`config.mk`:
```
export PLATFORM = sky130hd
export DESIGN_NAME = fwsx_gain
export DESIGN_NICKNAME = d
export VERILOG_FILES = /design/src/rtl/fwsx_pkg.sv /design/src/rtl/fwsx_gain.sv
export SDC_FILE = /design/constraint.sdc
export NUM_CORES = 2
export LEC_CHECK = 0
export BUFFER_PORTS_ARGS = -buffer_cell sky130_fd_sc_hd__buf_2
export CORE_ASPECT_RATIO = 1.4
export CORE_MARGIN = 3
export CORE_UTILIZATION = 45
export CTS_BUF_LIST = sky130_fd_sc_hd__clkbuf_4 sky130_fd_sc_hd__clkbuf_8
export DETAILED_ROUTE_END_ITERATION = 12
export PLACE_DENSITY = 0.69
export RECOVER_POWER = 50
export SLEW_MARGIN = 40
export SYNTH_ARGS = -nofsm -noshare
export SYNTH_HDL_FRONTEND = slang
export SYNTH_SLANG_ARGS = --single-unit
```
`constraint.sdc`:
```
create_clock -name clk -period 23.2 [get_ports clk]
set_clock_uncertainty 0.1 [all_clocks]
set_input_delay 3.48 -clock clk [delete_from_list [all_inputs] [get_ports clk]]
set_output_delay 3.48 -clock clk [all_outputs]
set_load 0.01 [all_outputs]
```
`src/rtl/fwsx_pkg.sv`:
```
package fwsx_pkg;

	localparam int NUM_CH          = 5;
	localparam int CTRL_W          = 16;
	localparam int GAIN_W          = 16;
	localparam int SAMPLE_BITS_DEF = 16;

	// ramp numerators are scaled by 300; they fit 24 bits once known non-negative
	localparam int RAMP_W          = 24;
	localparam int CALC_W          = 28;

	// Q1.15 positions
	localparam int Q_ONE   = 32768;
	localparam int POS_7_8 = 28672;
	localparam int POS_5_8 = 20480;
	localparam int POS_1_2 = 16384;
	localparam int POS_3_8 = 12288;
	localparam int POS_1_8 = 4096;
	localparam int G1_MAX  = 26214;

	// ramp slope 8/3 as 800/300, offsets 1.33 and 2.675 scaled by 32768*300
	localparam int SLOPE   = 800;
	localparam int ROUND   = 150;
	localparam int OFS_133  = 13074432;
	localparam int OFS_2675 = 26296320;

	// floor(n/300) == (n * RECIP) >> RECIP_SHIFT for every n below 2**RAMP_W
	localparam int RECIP       = 14316558;
	localparam int RECIP_W     = 24;
	localparam int RECIP_SHIFT = 32;

	typedef enum logic [1:0] {
		GM_ZERO,
		GM_ONE,
		GM_RAMP,
		GM_FIXED
	} gain_mode_t;

	// per-stage load enables from the pipeline control
	typedef struct packed {
		logic s1;
		logic s2;
		logic s3;
		logic s4;
		logic s5;
	} stage_ld_t;

endpackage

```
`src/rtl/fwsx_gain.sv`:
```
module fwsx_gain (
	input  logic                                           clk,
	input  fwsx_pkg::stage_ld_t                            ld,
	input  logic signed [fwsx_pkg::CTRL_W-1:0]             control,
	output logic [fwsx_pkg::NUM_CH-1:0][fwsx_pkg::GAIN_W-1:0] gain_s3
);
	import fwsx_pkg::*;

	localparam int PROD_W = RAMP_W + RECIP_W;

	localparam logic signed [CALC_W-1:0] K_SLOPE = CALC_W'(SLOPE);
	localparam logic signed [CALC_W-1:0] K_ROUND = CALC_W'(ROUND);
	localparam logic signed [CALC_W-1:0] K_ONE   = CALC_W'(Q_ONE);
	localparam logic signed [CALC_W-1:0] K_G1MAX = CALC_W'(G1_MAX);
	localparam logic signed [CALC_W-1:0] K_78    = CALC_W'(POS_7_8);
	localparam logic signed [CALC_W-1:0] K_38    = CALC_W'(POS_3_8);
	localparam logic signed [CALC_W-1:0] K_18    = CALC_W'(POS_1_8);
	localparam logic signed [CALC_W-1:0] K_12    = CALC_W'(POS_1_2);
	localparam logic signed [CALC_W-1:0] K_O133  = CALC_W'(OFS_133);
	localparam logic signed [CALC_W-1:0] K_O2675 = CALC_W'(OFS_2675);

	localparam logic signed [CTRL_W-1:0] X_78 = CTRL_W'(POS_7_8);
	localparam logic signed [CTRL_W-1:0] X_58 = CTRL_W'(POS_5_8);
	localparam logic signed [CTRL_W-1:0] X_12 = CTRL_W'(POS_1_2);
	localparam logic signed [CTRL_W-1:0] X_38 = CTRL_W'(POS_3_8);
	localparam logic signed [CTRL_W-1:0] X_18 = CTRL_W'(POS_1_8);

	localparam logic [RECIP_W-1:0] K_RECIP = RECIP_W'(RECIP);
	localparam logic [GAIN_W:0]    Q_MAX   = (GAIN_W+1)'(Q_ONE);

	logic signed [CALC_W-1:0] xw;
	logic signed [CALC_W-1:0] g1_t;
	logic signed [CALC_W-1:0] n2, n3, n4, n5;
	gain_mode_t [NUM_CH-1:0]  mode_d;
	logic [NUM_CH-1:0][RAMP_W-1:0] n_d;

	gain_mode_t [NUM_CH-1:0]  mode_s1, mode_s2;
	logic [NUM_CH-1:0][RAMP_W-1:0] n_s1;
	logic [NUM_CH-1:0][PROD_W-1:0] prod_s2;
	logic [NUM_CH-1:0][GAIN_W-1:0] fix_s2;

	// stage 1: pick the segment of each trapezoid, scaled numerator for ramps
	always_comb begin
		xw = {{(CALC_W-CTRL_W){control[CTRL_W-1]}}, control};

		g1_t = -(xw <<< 1) - K_ONE;
		mode_d[0] = GM_FIXED;
		if (g1_t < 0) begin
			n_d[0] = '0;
		end else if (g1_t > K_G1MAX) begin
			n_d[0] = K_G1MAX[RAMP_W-1:0];
		end else begin
			n_d[0] = g1_t[RAMP_W-1:0];
		end

		// channel two
		if (control >= X_38 * -1) begin
			n2 = -(K_SLOPE * xw) + K_ROUND;
		end else begin
			n2 = K_SLOPE * (xw + K_78) + K_ROUND;
		end
		if (control < -X_78 || control >= 0) begin
			mode_d[1] = GM_ZERO;
		end else if (control > -X_12 && control < -X_38) begin
			mode_d[1] = GM_ONE;
		end else begin
			mode_d[1] = GM_RAMP;
		end
		n_d[1] = n2[RAMP_W-1:0];

		// channel three; its falling ramp dips below zero near one half
		if (control >= X_18) begin
			n3 = -(K_SLOPE * xw) + K_O133 + K_ROUND;
		end else begin
			n3 = K_SLOPE * (xw + K_38) + K_ROUND;
		end
		if (control < -X_38 || control >= X_12 || n3 < 0) begin
			mode_d[2] = GM_ZERO;
		end else if (control > 0 && control < X_18) begin
			mode_d[2] = GM_ONE;
		end else begin
			mode_d[2] = GM_RAMP;
		end
		n_d[2] = n3[RAMP_W-1:0];

		// channel four
		if (control >= X_58) begin
			n4 = -(K_SLOPE * xw) + K_O2675 + K_ROUND;
		end else begin
			n4 = K_SLOPE * (xw - K_18) + K_ROUND;
		end
		if (control < X_18 || n4 < 0) begin
			mode_d[3] = GM_ZERO;
		end else if (control > X_12 && control < X_58) begin
			mode_d[3] = GM_ONE;
		end else begin
			mode_d[3] = GM_RAMP;
		end
		n_d[3] = n4[RAMP_W-1:0];

		// channel five: one rising ramp, clamped later
		n5 = K_SLOPE * (xw - K_12) + K_ROUND;
		mode_d[4] = (n5 < 0) ? GM_ZERO : GM_RAMP;
		n_d[4] = n5[RAMP_W-1:0];
	end

	always_ff @(posedge clk) begin
		if (ld.s1) begin
			mode_s1 <= mode_d;
			n_s1    <= n_d;
		end
	end

	// stage 2: divide by 300 through the reciprocal product
	always_ff @(posedge clk) begin
		if (ld.s2) begin
			mode_s2 <= mode_s1;
			for (int i = 0; i < NUM_CH; i++) begin
				prod_s2[i] <= PROD_W'(n_s1[i]) * PROD_W'(K_RECIP);
				fix_s2[i]  <= n_s1[i][GAIN_W-1:0];
			end
		end
	end

	// stage 3: clamp to 1.0 and apply the segment
	logic [NUM_CH-1:0][GAIN_W:0]   q_d;
	logic [NUM_CH-1:0][GAIN_W-1:0] gain_d;

	always_comb begin
		for (int i = 0; i < NUM_CH; i++) begin
			// the quotient stays below 2**GAIN_W for every ramp numerator
			q_d[i] = {1'b0, prod_s2[i][RECIP_SHIFT +: GAIN_W]};
			unique case (mode_s2[i])
				GM_ZERO:  gain_d[i] = '0;
				GM_ONE:   gain_d[i] = Q_MAX[GAIN_W-1:0];
				GM_FIXED: gain_d[i] = fix_s2[i];
				GM_RAMP: begin
					gain_d[i] = (q_d[i] > Q_MAX) ? Q_MAX[GAIN_W-1:0] : q_d[i][GAIN_W-1:0];
				end
				default:  gain_d[i] = '0;
			endcase
		end
	end

	always_ff @(posedge clk) begin
		if (ld.s3) begin
			gain_s3 <= gain_d;
		end
	end

endmodule

```
==> results.tsv <==
metric	value	unit
DP Wirelength	88.99	mm
Critical Path Slowest Stage Cell	clkbuf_1	
# DRC	0	
H-tree depth	2	
top post-synthesis cells by count	inv_1, ha_1, fa_1, edfxtp_1, xnor2_1	
Startpoint Class	register	
sequential share of the synthesized area	18.77	%
status	finished, violations left	
Placed Area	48640	µm²
Setup TNS	0	ns
global route overflow	0	
hold violation count in the final report	0	
leading area contributor after synthesis	fa_1	
total core area	102600	µm²
minimum clock period	10.57	ns
worst r2r dst	prod_s2[140]$_DFFE_PP_	
# nets final	6013	
max-cap violations	5	
PortBufs	98	
Layout area overhead	6.950	%
first-pass GRT wire length	171.4	mm
Worst EP required	23.48	ns
YS warnings	0	
critical path data arrival time	10.85	ns
Sink Count	291	
Peak Freq	94.63	MHz
Root Buffer	clkbuf_8	
DR pass1 iterations	5	
Post-CTS Setup Repair Bufs	0	
number of flops mapped to enable cells by yosys	291	
Max FO, Critical Path	42	
Final Setup Violations	0	
Final Cell Area	49790	µm²
final antenna-violating net count	0	
min-delay src	n_s1[7]$_SDFFCE_PP0P_	
# hold bufs at CTS	0	
Synth top area share	30.10	%
synthesized cell area	46560	µm²
Yosys cell types	101	
Worst-Skew Late Latency	0.69	ns
FF-to-FF Start	n_s1[77]$_DFFE_PP_	
Resized cells post-CTS	0	
RSZ-0062 raised after global routing	no	
Rel. slew slack	-171.5	%
Max clock buf depth	3	
total number of vias	29970	
Max Slew Vio Count	275	
Min-Delay Endpoint	fix_s2[7]$_DFFE_PP_	
worst setup path category	reg2reg	
vias in the first global route	32770	
Worst path max stage delay	2.46	ns
Synth Register Bits	291	
Critical Path Sink Type	register	
Die Y	386.6	µm
fraction of layout cells with a size suffix above 1	5.640	%
IO Count	102	
site row count	139	
total clock buffers created by CTS	52	
Clk pin slew, worst setup/hold paths	0.08	ns
largest net degree at the start of global routing	78	
Main synth FF type	edfxtp_1	
R2R depth	26	
die width	277.8	µm
initial drt markers	1434	
full die area	107400	µm²
period utilization	45.55	%
top cells by area, synth	fa_1, ha_1, edfxtp_1	
Synth Area per Inst	10.79	µm²
Synth Instances	4314	
ys async rst share	0	%
GPL Wtd Cong	0.8892	
most frequent cell after synthesis	inv_1	
Hold Path Depth	0	
R2R setup slack	12.63	ns
All-Layer GR Usage	20.12	%
initial antenna violation count	2	
CTS tree	yes	
failing checks	max-capacitance violations, max-slew violations	
routed wire length per instance	17.99	µm
worst hold-check path type	reg2reg	
final WL	104.5	mm
Initial Util	45.37	%
vias per inst	5.159	
Slew @ Worst Pin	4.072	ns
[stage by stage]
| stage | worst slack [ns] | hold slack [ns] | utilization (%) | cells |
|---|---|---|---|---|
| floorplan | 14.66 | 0.3003 | - | 4315 |
| global placement | 13.65 | 0.3047 | 47.39 | 5713 |
| detailed placement | 13.65 | 0.3055 | 47.40 | 5713 |
| CTS | 14.34 | 0.2754 | 48.53 | 5806 |
| global route | 12.09 | 0.3123 | 48.53 | 5808 |
| finish | 12.63 | 0.3021 | 48.53 | 5808 |
[routing by layer]
| layer | wire length, µm | GRT usage (%) |
|---|---|---|
| met5 | 0 | 0 |
| met4 | 4998 | 8.472 |
| met3 | 3333 | 2.167 |
| met2 | 54200 | 36.82 |
| met1 | 41960 | 23.88 |
[placed cells by master, fill, tap and decap left out, drive strengths merged, types with 7 or more instances in the layout]
cell type     n
bufinv        7
nand4        24
buf         102
o22ai         8
inv        1079
nand3        50
a31oi        22
xor2         61
or2          11
nor2        140
o211ai       15
xnor2       167
nor4         26
a21boi       12
nand2       102
clkinv       20
edfxtp      291
mux2i        14
or3          19
clkbuf       73
nor3         60
o31ai        11
a22o         28
o21a         38
fa          700
and3         20
a2111oi      12
a21o         49
or4           8
nand2b       26
a211oi       15
a21oi       127
ha          862
o21ai        96
nor3b        10
and2         44
o21bai        8
nor2b        23
[worst max-delay path: cells and delay by family (launching register included)]
family / cells / cell delay, ns
simple gates: 2 / 0.63
flops: 1 / 0.34
xor+xnor: 1 / 0.13
compound gates: 7 / 2.16
fa+ha+maj: 8 / 3.58
buf+inv: 8 / 3.28
[final cells by class]
| cell class | count | area, µm² |
|---|---|---|
| inverter | 1078 | 4046 |
| timing repair buffer | 114 | 584.3 |
| sequential | 291 | 8738 |
| antenna | 1 | 2.502 |
| fill | 9302 | 52820 |
| clock buffer | 61 | 789.5 |
| tap | 1339 | 1675 |
| multi-input combinational | 2892 | 33580 |
| clock inverter | 32 | 374.1 |
[flip-flops by register name, summed over array words and instances, names as in the netlist]
signal,cells
mode_s1,7
gain_s3,79
fix_s2,46
prod_s2,64
n_s1,88
mode_s2,7
[logic make-up (layout without fill, tap and decap cells)]
logic type               Yosys count  after routing  synth area share, %
flip-flops                       291            291                18.77
XOR/XNOR                         229            229                4.450
adder cells (fa/ha/maj)         1562           1562                53.27
buffers and inverters           1132           1285                9.183
AO/OA/AOI/OAI                    500            500                7.377
AND/OR/NAND/NOR                  581            581                6.541
multiplexers                      18             18               0.4058
other                              1              3             0.008055
[how the worst max path moves through the flow]
stage | start | to | slack [ns] | cells after the start
2_1_floorplan | control[2] | mode_s1[6]$_SDFFCE_PP0P_ | 14.66 | 19
3_3_place_gp | control[15] | mode_s1[6]$_SDFFCE_PP0P_ | 13.65 | 18
3_5_place_dp | control[15] | mode_s1[6]$_SDFFCE_PP0P_ | 13.65 | 18
4_1_cts | control[15] | mode_s1[6]$_SDFFCE_PP0P_ | 14.34 | 18
5_1_grt | n_s1[77]$_DFFE_PP_ | prod_s2[140]$_DFFE_PP_ | 12.09 | 26
6_report | n_s1[77]$_DFFE_PP_ | prod_s2[140]$_DFFE_PP_ | 12.63 | 26
Power is left out: the tool's default activity adds up to more than one toggle a clock period on the data nets, which glitch-free logic cannot reach.
